[config.mk]
export PLATFORM = sky130hd
export DESIGN_NAME = cursor_image_clip_shift_loader
export DESIGN_NICKNAME = d
export VERILOG_FILES = /design/src/rtl/core/csl_pkg.sv /design/src/rtl/core/csl_front.sv /design/src/rtl/core/csl_queue.sv /design/src/rtl/core/csl_back.sv /design/src/rtl/core/cursor_image_clip_shift_loader.sv
export SDC_FILE = /design/constraint.sdc
export NUM_CORES = 1
export LEC_CHECK = 0
export BUFFER_PORTS_ARGS = -buffer_cell sky130_fd_sc_hd__buf_2
export CAP_MARGIN = 15
export CORE_UTILIZATION = 35
export DETAILED_ROUTE_END_ITERATION = 6
export HOLD_SLACK_MARGIN = 0.1
export PLACE_DENSITY = 0.59
export SLEW_MARGIN = 20
export SYNTH_ARGS = -nofsm -noshare
export SYNTH_HDL_FRONTEND = slang
export SYNTH_HIERARCHICAL = 1
export SYNTH_SLANG_ARGS = --single-unit
[constraint.sdc]
create_clock -name clk -period 7 [get_ports clk]
set_input_delay 1.05 -clock clk [delete_from_list [all_inputs] [get_ports clk]]
set_output_delay 1.05 -clock clk [all_outputs]
set_load 0.1 [all_outputs]
[src/rtl/core/csl_pkg.sv]
package csl_pkg;

    // Widest cursor the block is built for, and shift/pad count width
    localparam int MAX_CURSOR_SIZE = 64;
    localparam int ROW_W           = 64;
    localparam int POS_W           = 16;
    localparam int SHIFT_W         = $clog2(MAX_CURSOR_SIZE + 1);
    localparam int CFG_IDX_W       = 1;

    // Defaults for the top-level parameters
    localparam int DEF_CURSOR_SIZE = 64;
    localparam int DEF_QUEUE_DEPTH = 4;

    // Register indexes of the configuration port
    localparam logic [CFG_IDX_W-1:0] REG_POS_X = 1'b0;
    localparam logic [CFG_IDX_W-1:0] REG_POS_Y = 1'b1;

    // One classified row handed from the front to the back
    typedef struct packed {
        logic [ROW_W-1:0]   row;    // shifted source row
        logic               keep;   // the source row itself goes out
        logic               last;   // last input row of a plane
        logic [SHIFT_W-1:0] pad;    // zero rows that follow
    } cmd_t;

    // Occupancy flags of the queue
    typedef struct packed {
        logic full;
        logic empty;
    } q_stat_t;

endpackage

[src/rtl/core/csl_front.sv]
module csl_front
    import csl_pkg::*;
#(
    parameter int CURSOR_SIZE = DEF_CURSOR_SIZE
)
(
    input  logic                 clk,
    input  logic                 rst_n,
    input  logic                 wr_en,
    input  logic [CFG_IDX_W-1:0] wr_index,
    input  logic [POS_W-1:0]     wr_data,
    input  logic                 in_valid,
    output logic                 in_stall,
    input  logic [ROW_W-1:0]     row_bits,
    input  q_stat_t              q_stat,
    output logic                 push,
    output cmd_t                 push_cmd
);

    localparam int CNT_W = $clog2(2 * CURSOR_SIZE);
    localparam logic [CNT_W-1:0]   CNT_LAST = CNT_W'(2 * CURSOR_SIZE - 1);
    localparam logic [CNT_W-1:0]   CNT_HALF = CNT_W'(CURSOR_SIZE);
    localparam logic [CNT_W-1:0]   LOC_LAST = CNT_W'(CURSOR_SIZE - 1);
    localparam logic [SHIFT_W-1:0] SH_FULL  = SHIFT_W'(CURSOR_SIZE);
    localparam logic [POS_W:0]     NEG_FULL = (POS_W + 1)'(CURSOR_SIZE);

    logic [POS_W-1:0] pos_x_reg;
    logic [POS_W-1:0] pos_y_reg;
    logic [CNT_W-1:0] cnt_reg;
    logic [CNT_W-1:0] cnt_next;
    logic [CNT_W-1:0] local_idx;
    logic [POS_W:0]   neg_x;
    logic [POS_W:0]   neg_y;
    logic [SHIFT_W-1:0] hs;
    logic [SHIFT_W-1:0] vs_raw;
    logic [SHIFT_W-1:0] vs;
    logic             accept;
    logic             last;
    logic             keep;

    // Position registers
    always_ff @(posedge clk or negedge rst_n)
    begin
        if (!rst_n)
        begin
            pos_x_reg <= '0;
            pos_y_reg <= '0;
        end
        else if (wr_en)
        begin
            unique case (wr_index)
                REG_POS_X: pos_x_reg <= wr_data;
                REG_POS_Y: pos_y_reg <= wr_data;
                default:   ;
            endcase
        end
    end

    // Clip shifts: minus a negative position (else zero), capped at the cursor size
    always_comb
    begin
        neg_x = (POS_W + 1)'(0) - {pos_x_reg[POS_W-1], pos_x_reg};
        neg_y = (POS_W + 1)'(0) - {pos_y_reg[POS_W-1], pos_y_reg};
        if (!pos_x_reg[POS_W-1])
            hs = '0;
        else if (neg_x >= NEG_FULL)
            hs = SH_FULL;
        else
            hs = neg_x[SHIFT_W-1:0];
        if (!pos_y_reg[POS_W-1])
            vs_raw = '0;
        else if (neg_y >= NEG_FULL)
            vs_raw = SH_FULL;
        else
            vs_raw = neg_y[SHIFT_W-1:0];
        vs = (hs == SH_FULL || vs_raw == SH_FULL) ? SH_FULL : vs_raw;
    end

    // Classify the word against the plane-local row index
    always_comb
    begin
        local_idx = (cnt_reg < CNT_HALF) ? cnt_reg : cnt_reg - CNT_HALF;
        last      = (local_idx == LOC_LAST);
        keep      = (32'(local_idx) >= 32'(vs));
        in_stall  = q_stat.full;
        accept    = in_valid && !in_stall;
        push      = accept && (keep || last);
        push_cmd.row  = (hs >= SHIFT_W'(ROW_W)) ? '0 : (row_bits << hs);
        push_cmd.keep = keep;
        push_cmd.last = last;
        push_cmd.pad  = last ? vs : '0;
        cnt_next  = (cnt_reg == CNT_LAST) ? '0 : cnt_reg + CNT_W'(1);
    end

    // Advance the row counter on every accepted word
    always_ff @(posedge clk or negedge rst_n)
    begin
        if (!rst_n)
            cnt_reg <= '0;
        else if (accept)
            cnt_reg <= cnt_next;
    end

endmodule

[src/rtl/core/csl_queue.sv]
module csl_queue
    import csl_pkg::*;
#(
    parameter int DEPTH = DEF_QUEUE_DEPTH
)
(
    input  logic    clk,
    input  logic    rst_n,
    input  logic    push,
    input  cmd_t    push_cmd,
    input  logic    pop,
    output cmd_t    head,
    output q_stat_t q_stat
);

    localparam int PTR_W = (DEPTH > 1) ? $clog2(DEPTH) : 1;
    localparam int CNT_W = $clog2(DEPTH + 1);
    localparam logic [PTR_W-1:0] PTR_LAST = PTR_W'(DEPTH - 1);

    cmd_t             entry_reg [DEPTH];
    logic [PTR_W-1:0] rd_ptr_reg;
    logic [PTR_W-1:0] wr_ptr_reg;
    logic [CNT_W-1:0] count_reg;
    logic [CNT_W-1:0] count_next;

    assign head         = entry_reg[rd_ptr_reg];
    assign q_stat.full  = (count_reg == CNT_W'(DEPTH));
    assign q_stat.empty = (count_reg == '0);

    always_comb
    begin
        count_next = count_reg;
        if (push && !pop)
            count_next = count_reg + CNT_W'(1);
        else if (pop && !push)
            count_next = count_reg - CNT_W'(1);
    end

    // Hold the entries
    always_ff @(posedge clk)
    begin
        if (push)
            entry_reg[wr_ptr_reg] <= push_cmd;
    end

    // Advance pointers and occupancy
    always_ff @(posedge clk or negedge rst_n)
    begin
        if (!rst_n)
        begin
            rd_ptr_reg <= '0;
            wr_ptr_reg <= '0;
            count_reg  <= '0;
        end
        else
        begin
            if (push)
                wr_ptr_reg <= (wr_ptr_reg == PTR_LAST) ? '0 : wr_ptr_reg + PTR_W'(1);
            if (pop)
                rd_ptr_reg <= (rd_ptr_reg == PTR_LAST) ? '0 : rd_ptr_reg + PTR_W'(1);
            count_reg <= count_next;
        end
    end

    a_no_overflow: assert property (@(posedge clk) disable iff (!rst_n)
        push |-> (!q_stat.full || pop))
        else $error("queue written while full");

    a_no_underflow: assert property (@(posedge clk) disable iff (!rst_n)
        pop |-> !q_stat.empty)
        else $error("queue read while empty");

endmodule

[src/rtl/core/csl_back.sv]
module csl_back
    import csl_pkg::*;
(
    input  logic             clk,
    input  logic             rst_n,
    input  cmd_t             head,
    input  q_stat_t          q_stat,
    output logic             pop,
    output logic             out_valid,
    input  logic             out_stall,
    output logic [ROW_W-1:0] out_row,
    output logic             run_end,
    output logic             plane_end
);

    logic               row_done_reg;
    logic [SHIFT_W-1:0] pad_cnt_reg;
    logic               send_row;
    logic               is_last;
    logic               take;

    // Source row first, then the zero padding rows
    always_comb
    begin
        out_valid = !q_stat.empty;
        send_row  = head.keep && !row_done_reg;
        if (send_row)
            is_last = (head.pad == '0);
        else
            is_last = (pad_cnt_reg == head.pad - SHIFT_W'(1));
        out_row   = send_row ? head.row : '0;
        run_end   = is_last;
        plane_end = is_last && head.last;
        take      = out_valid && !out_stall;
        pop       = take && is_last;
    end

    always_ff @(posedge clk or negedge rst_n)
    begin
        if (!rst_n)
        begin
            row_done_reg <= 1'b0;
            pad_cnt_reg  <= '0;
        end
        else if (take)
        begin
            if (is_last)
            begin
                row_done_reg <= 1'b0;
                pad_cnt_reg  <= '0;
            end
            else if (send_row)
                row_done_reg <= 1'b1;
            else
                pad_cnt_reg <= pad_cnt_reg + SHIFT_W'(1);
        end
    end

    a_pad_in_range: assert property (@(posedge clk) disable iff (!rst_n)
        (out_valid && !send_row) |-> (pad_cnt_reg < head.pad))
        else $error("padding row beyond the command's count");

    a_plane_end_last: assert property (@(posedge clk) disable iff (!rst_n)
        (out_valid && plane_end) |-> (pop == !out_stall))
        else $error("plane end on a word that does not retire its command");

endmodule

[src/rtl/core/cursor_image_clip_shift_loader.sv]
// Channel   Direction  Handshake            Payload
// config    in         wr_en                wr_index, wr_data (pos_x, pos_y)
// source    in         in_valid / in_stall  row_bits
// result    out        out_valid/out_stall  out_row, run_end, plane_end
//
// One source word is taken per cycle while the command queue has room.
// A kept row leaves in the cycle after acceptance at the earliest; the last
// row of a plane is followed by its padding rows, counted by the back's pad counter.
// Reset clears the positions, the row counter, the queue and the back.
// A stalled result backs up into the queue and then stalls the source.
module cursor_image_clip_shift_loader
    import csl_pkg::*;
#(
    parameter int CURSOR_SIZE = DEF_CURSOR_SIZE,
    parameter int QUEUE_DEPTH = DEF_QUEUE_DEPTH
)
(
    input  logic                 clk,
    input  logic                 rst_n,
    input  logic                 wr_en,
    input  logic [CFG_IDX_W-1:0] wr_index,
    input  logic [POS_W-1:0]     wr_data,
    input  logic                 in_valid,
    output logic                 in_stall,
    input  logic [ROW_W-1:0]     row_bits,
    output logic                 out_valid,
    input  logic                 out_stall,
    output logic [ROW_W-1:0]     out_row,
    output logic                 run_end,
    output logic                 plane_end
);

    cmd_t    push_cmd;
    cmd_t    head;
    q_stat_t q_stat;
    logic    push;
    logic    pop;

    csl_front #(
        .CURSOR_SIZE (CURSOR_SIZE)
    ) u_front (
        .clk      (clk),
        .rst_n    (rst_n),
        .wr_en    (wr_en),
        .wr_index (wr_index),
        .wr_data  (wr_data),
        .in_valid (in_valid),
        .in_stall (in_stall),
        .row_bits (row_bits),
        .q_stat   (q_stat),
        .push     (push),
        .push_cmd (push_cmd)
    );

    csl_queue #(
        .DEPTH (QUEUE_DEPTH)
    ) u_queue (
        .clk      (clk),
        .rst_n    (rst_n),
        .push     (push),
        .push_cmd (push_cmd),
        .pop      (pop),
        .head     (head),
        .q_stat   (q_stat)
    );

    csl_back u_back (
        .clk       (clk),
        .rst_n     (rst_n),
        .head      (head),
        .q_stat    (q_stat),
        .pop       (pop),
        .out_valid (out_valid),
        .out_stall (out_stall),
        .out_row   (out_row),
        .run_end   (run_end),
        .plane_end (plane_end)
    );

endmodule

# After elaboration in Yosys (flattened, before gate mapping)
# Memories as Yosys holds them, arrays and structs flattened.
# Cells that the tools add are included.
# W data, S select, Z words.
# totals
regBits	54
ram_bits	292
input_bits	86
output_inout_bits	68
mem_count	1
# op_classes
n_addsub	10
order_cmp	5
eq_ne	9
shift	1
mux	21
n_bitwise	1
n_reduce_logical	24
# mem_list
name	words	width	rd	rd_clocked_by_memory_dff	write_ports	line_no	text
u_queue.entry_reg	4	73	1	0	1	csl_queue.sv:20	cmd_t entry_reg [DEPTH];
# ops
cell	n
$mux W64	2
$mux W7	10
$shl A64 B7 Y64	1
$ge A17 B7 Y1 const B	2
$sub A1 B16 Y17 const A	2
$eq A7 B7 Y1 const B	3
$add A7 B1 Y7 const B	2
$logic_and A1 B1 Y1	8
$reduce_and A2 Y1	4
$eq A7 B6 Y1 const B	1
$eq A7 B7 Y1	1
$ge A7 B7 Y1	1
$ge A7 B7 Y1 const B	1
$logic_not A7 Y1	1
$lt A7 B7 Y1 const B	1
$sub A7 B1 Y7 const B	1
$sub A7 B7 Y7 const B	1
$logic_not A1 Y1	6
$mux W3	2
$mux W1	5
$add A2 B1 Y2 const B	2
$eq A2 B2 Y1 const B	2
$mux W2	2
$reduce_bool A2 Y1	2
7 further kinds	8

# Longest topological paths before layout
# logic_depth
depth_word	14
mapped_depth	29
ltp_nobuf	26

# Cells and area by module
# The synthesis kept the hierarchy.
# by_module_without_submodules
mod	instances	cells_per_inst	area_each_um2	seq_area_each_um2
csl_queue	1	418	10945.5	8943.6
csl_front	1	1219	8212.9	975.9
csl_back	1	150	1098.6	200.2

# Least setup slack after synthesis
# OpenSTA, ideal clock, no wires.
# synth_path
kind	register to register
from	register u_front.pos_x_reg[0]
to	memory u_queue/entry_reg[1][0] (netlist name) (enable)
setup_ns	0.439
t_arrival_ns	6.380
required_time_ns	6.561
slack_ns	0.181
stages_incl_launch_ff	25
n_path_buf	4
path_cell_list	dfrtp_1 -> inv_1 -> clkbuf_1 -> buf_1 -> ha_1 -> nor3b_2 -> a21oi_1 -> a311o_1 -> or4_1 -> buf_4 -> buf_6 -> nor2_1 -> o21ai_0 -> nor2_1 -> nand2_1 -> ha_1 -> a21o_1 -> a21oi_1 -> nor2b_1 -> o21ai_0 -> nand2b_1 -> a21oi_1 -> nor2b_1 -> o21a_1 -> and2_1
# synth_via
elab_chain_cells	12
# synth_rtl
element	line_no	text
from (decl)	csl_front.sv:27	logic [POS_W-1:0] pos_x_reg;
from (signal assigned)	csl_front.sv:52	REG_POS_X: pos_x_reg <= wr_data;
$sub A1 B16 Y17 *	csl_front.sv:62	neg_x = (POS_W + 1)'(0) - {pos_x_reg[POS_W-1], pos_x_reg};
$ge A17 B7 Y1	csl_front.sv:66	else if (neg_x >= NEG_FULL)
$mux W7 *	csl_front.sv:66	
$mux W7 *	csl_front.sv:64	if (!pos_x_reg[POS_W-1])
$eq A7 B7 Y1 *	csl_front.sv:76	vs = (hs == SH_FULL || vs_raw == SH_FULL) ? SH_FULL : vs_raw;
$logic_or A1 B1 Y1 *	csl_front.sv:76	
$mux W7 *	csl_front.sv:76	
$ge A7 B7 Y1 *	csl_front.sv:84	keep = (32'(local_idx) >= 32'(vs));
named net u_front.keep	csl_front.sv:39	logic keep;
$logic_or A1 B1 Y1 *	csl_front.sv:87	push = accept && (keep || last);
$logic_and A1 B1 Y1 *	csl_front.sv:87	
named net push	cursor_image_clip_shift_loader.sv:36	logic push;
$mux W1 *	csl_queue.sv:42	if (push)
$mux W1 (implied by the code) *	csl_queue.sv:43	entry_reg[wr_ptr_reg] <= push_cmd;
to (decl)	csl_queue.sv:20	
# The timed path passes the listed nets; every way through them passes the cells marked *.

==> flow_summary.toml <==
[detailed_routing]
wl_met3_mm = 5.95
vias = 16353
drt-total-wl_mm = 68.5
vias_per_cell = 6.09
dr.pass1.iters = 5
wl_met2_mm = 30.1
post_drt_wl_per_cell_um = 25.5
top_layer = "met4"
drt-initial-drc-count = 2036
final_antenna_net_count = 0
drc = 0
m1WireLength_mm = 29.3

[run]
drv_cap = 0

[critical_path]
arrival_ns = 6.49
crit_path_end_kind = "flip-flop"
crit_end = "u_queue/entry_reg[0][49]"
r2r_start = "u_front/pos_x_reg[0]"
path_class = "flip-flop to flip-flop"
startpoint = "u_front/pos_x_reg[0]"
crit_required_ns = 7.16
crit_path_start_kind = "flip-flop"
path_max_fanout = 42
regToRegSetupSlack_ns = 0.67
reg2reg_to = "u_queue/entry_reg[0][49]"
ff2ff_path_depth = 22

[logic_synthesis]
yosysMostFrequentCell = "edfxtp_1"
ys_top_cells_by_count = "edfxtp_1, nand2_1, a21oi_1"
syn-instance-count = 1787
syn-num-nets = 1894
synth-seq-cells = 346
synth.avg_cell_area_um2 = 11.3
synth_cell_types = 84
netlist_area_um2 = 20300
yosysSeqAreaShare_pct = 50.0
synth_top_area_cell = "edfxtp_1"
synth_area_leaders = "edfxtp_1, mux4_2, dfrtp_1"
synth_flop_cell = "edfxtp_1"
synthArstFlopShare_pct = 15.6
yosysWarnings = 6
synth_top_area_share_pct = 43.3
synth-edff-count = 292

[outcome]
status = "complete, no violations"

[clock_tree]
clock-sinks = 346
postCtsSetupBuffers = 0
cts_hold_buf = 0
htree_levels = 2
clkLatencyLatePin_ns = 0.54
clock-root-buffer = "clkbuf_16"
cts_tree = "done"
clk_pin_slew_ns = 0.06
cts_resized = 0
cts_inserted_buffers = 36
clk_path_buf_depth = 3

[pwr]
ir_drop_mv = 0.189
leakage_nw = 8.09
p_total_mw = 6.86
power.density_nw_per_um2 = 299

[placement]
place_hpwl_mm = 48.9
preCtsSetupSlack_ns = 0.696
gp_congestion = 0.980
io_buffers = 153

[sta]
skew_ns = 0.0234
worst_pin_slew_ns = 1.08
finalCritPeriodShare_pct = 90.4
finalHoldViolations = 0
relSlewSlack_pct = 27.6
fin_setup_tns_ns = 0
period_needed_ns = 6.33
layout_setup_ws_ns = 0.672
rsz0062_at_grt = "no"
setup_viol = 0
drv_slew = 0
fmax_mhz = 158

[grt]
grt_pass1_vias = 15896
grt.total_usage_pct = 22.9
grt-ovfl-total = 0
antenna_found_initial = 0
grt_pass1_wl_mm = 103
grt_max_degree = 71

[floorplan]
coreArea_um2 = 56800
rows = 87
fp.dieH_um = 243
die_width_um = 243
die_area_um2 = 58800
start_util_pct = 35.6
ios = 154

[finish]
fillers = 5430
num_antenna_cells = 0
areaGrowthSynthToFinish_pct = 13.2
largest_reg_flops = 292
nNetsFinal = 2008
layout-drive-gt1-share_pct = 22.0

[worst_hold_path]
min_path_type = "flip-flop to flip-flop"
-- cell families after synthesis --
family                   synth area share [%]
AND/OR/NAND/NOR                          15.0
AO/OA/AOI/OAI                            13.9
flip-flops                               50.0
multiplexers                             14.9
buffers and inverters                    3.59
XOR/XNOR                                 1.25
adder cells (fa/ha/maj)                  1.33
-- final cells by class --
cell class | instances | area (um^2) | share of cell area (%)
Sequential cell | 346 | 10100 | 44.2
Inverter | 27 | 101 | 0.442
Clock buffer | 45 | 935 | 4.07
Multi-Input combinational cell | 1286 | 9460 | 41.2
Timing Repair Buffer | 204 | 1150 | 5.01
Tap cell | 756 | 946 | 4.12
Clock inverter | 20 | 218 | 0.949
-- critical path, cell delays in order, from the launching register on --
cell and delay, ns:
dfrtp_4 0.47, inv_1 0.08, ha_1 0.30, nor3b_2 0.52
a21oi_1 0.13, a311o_1 0.36, or4_2 0.60, nor2_1 0.13
buf_4 0.20, o21ai_0 0.18, nor2_1 0.30, nand2_1 0.09
ha_1 0.27, a21o_1 0.11, a21oi_1 0.06, nor2b_1 0.10
o21ai_0 0.08, nand2b_1 0.08, a21oi_1 0.07, nor2b_1 0.29
o21a_1 0.34, and2_4 0.54, buf_4 0.60
-- cell usage in the layout (no fill, tap or decap), types with 45 or more instances in the layout --
cell / Yosys / layout
nand3_1: 77 / 77
buf_4: 9 / 51
dfrtp_1: 54 / 51
o21ai_0: 104 / 104
nand2_1: 155 / 155
a21oi_1: 114 / 114
edfxtp_1: 292 / 292
nor2_1: 110 / 108
and2_1: 78 / 74
buf_2: 30 / 153
nor3_1: 45 / 45
mux2_2: 48 / 48
mux4_2: 74 / 74
mux2i_1: 78 / 78
-- per-layer routing --
metal | GRT usage [%] | vias to the layer above
met5 | 0 | -
met4 | 10.0 | 0
met3 | 3.93 | 174
met2 | 34.2 | 941
met1 | 32.5 | 8110
li1 | - | 7128
-- worst min-delay path by stage --
stage,from,to,slack [ns],depth (start not counted)
final,u_queue/count_reg[2],u_queue/count_reg[2],0.50,1
after CTS,u_queue/count_reg[2],u_queue/count_reg[2],0.51,1
after global placement,u_queue/count_reg[2],u_queue/count_reg[2],0.48,1
after detailed placement,u_queue/count_reg[2],u_queue/count_reg[2],0.48,1
after global routing,u_queue/count_reg[2],u_queue/count_reg[2],0.54,1
after floorplan,u_queue/count_reg[2],u_queue/count_reg[2],0.46,1
-- per-stage QoR --
stage	cells	instance area, um^2	util, %	hold slack, ns
finish	2684	22900	40.4	0.503
global route	2684	22900	40.4	0.540
global placement	2619	21800	38.3	0.481
floorplan	1787	20300	-	0.456
CTS	2684	22900	40.4	0.507
detailed placement	2619	21800	38.3	0.477
-- where the power goes --
group          internal, mW  total [mW]  leakage (nW)  switching, mW
clock network          1.07        1.86         0.555          0.789
registers              2.48        2.68          3.33          0.204
logic                 0.826        2.31          4.20           1.49
No activity file was read; power rests on OpenSTA's default activity.
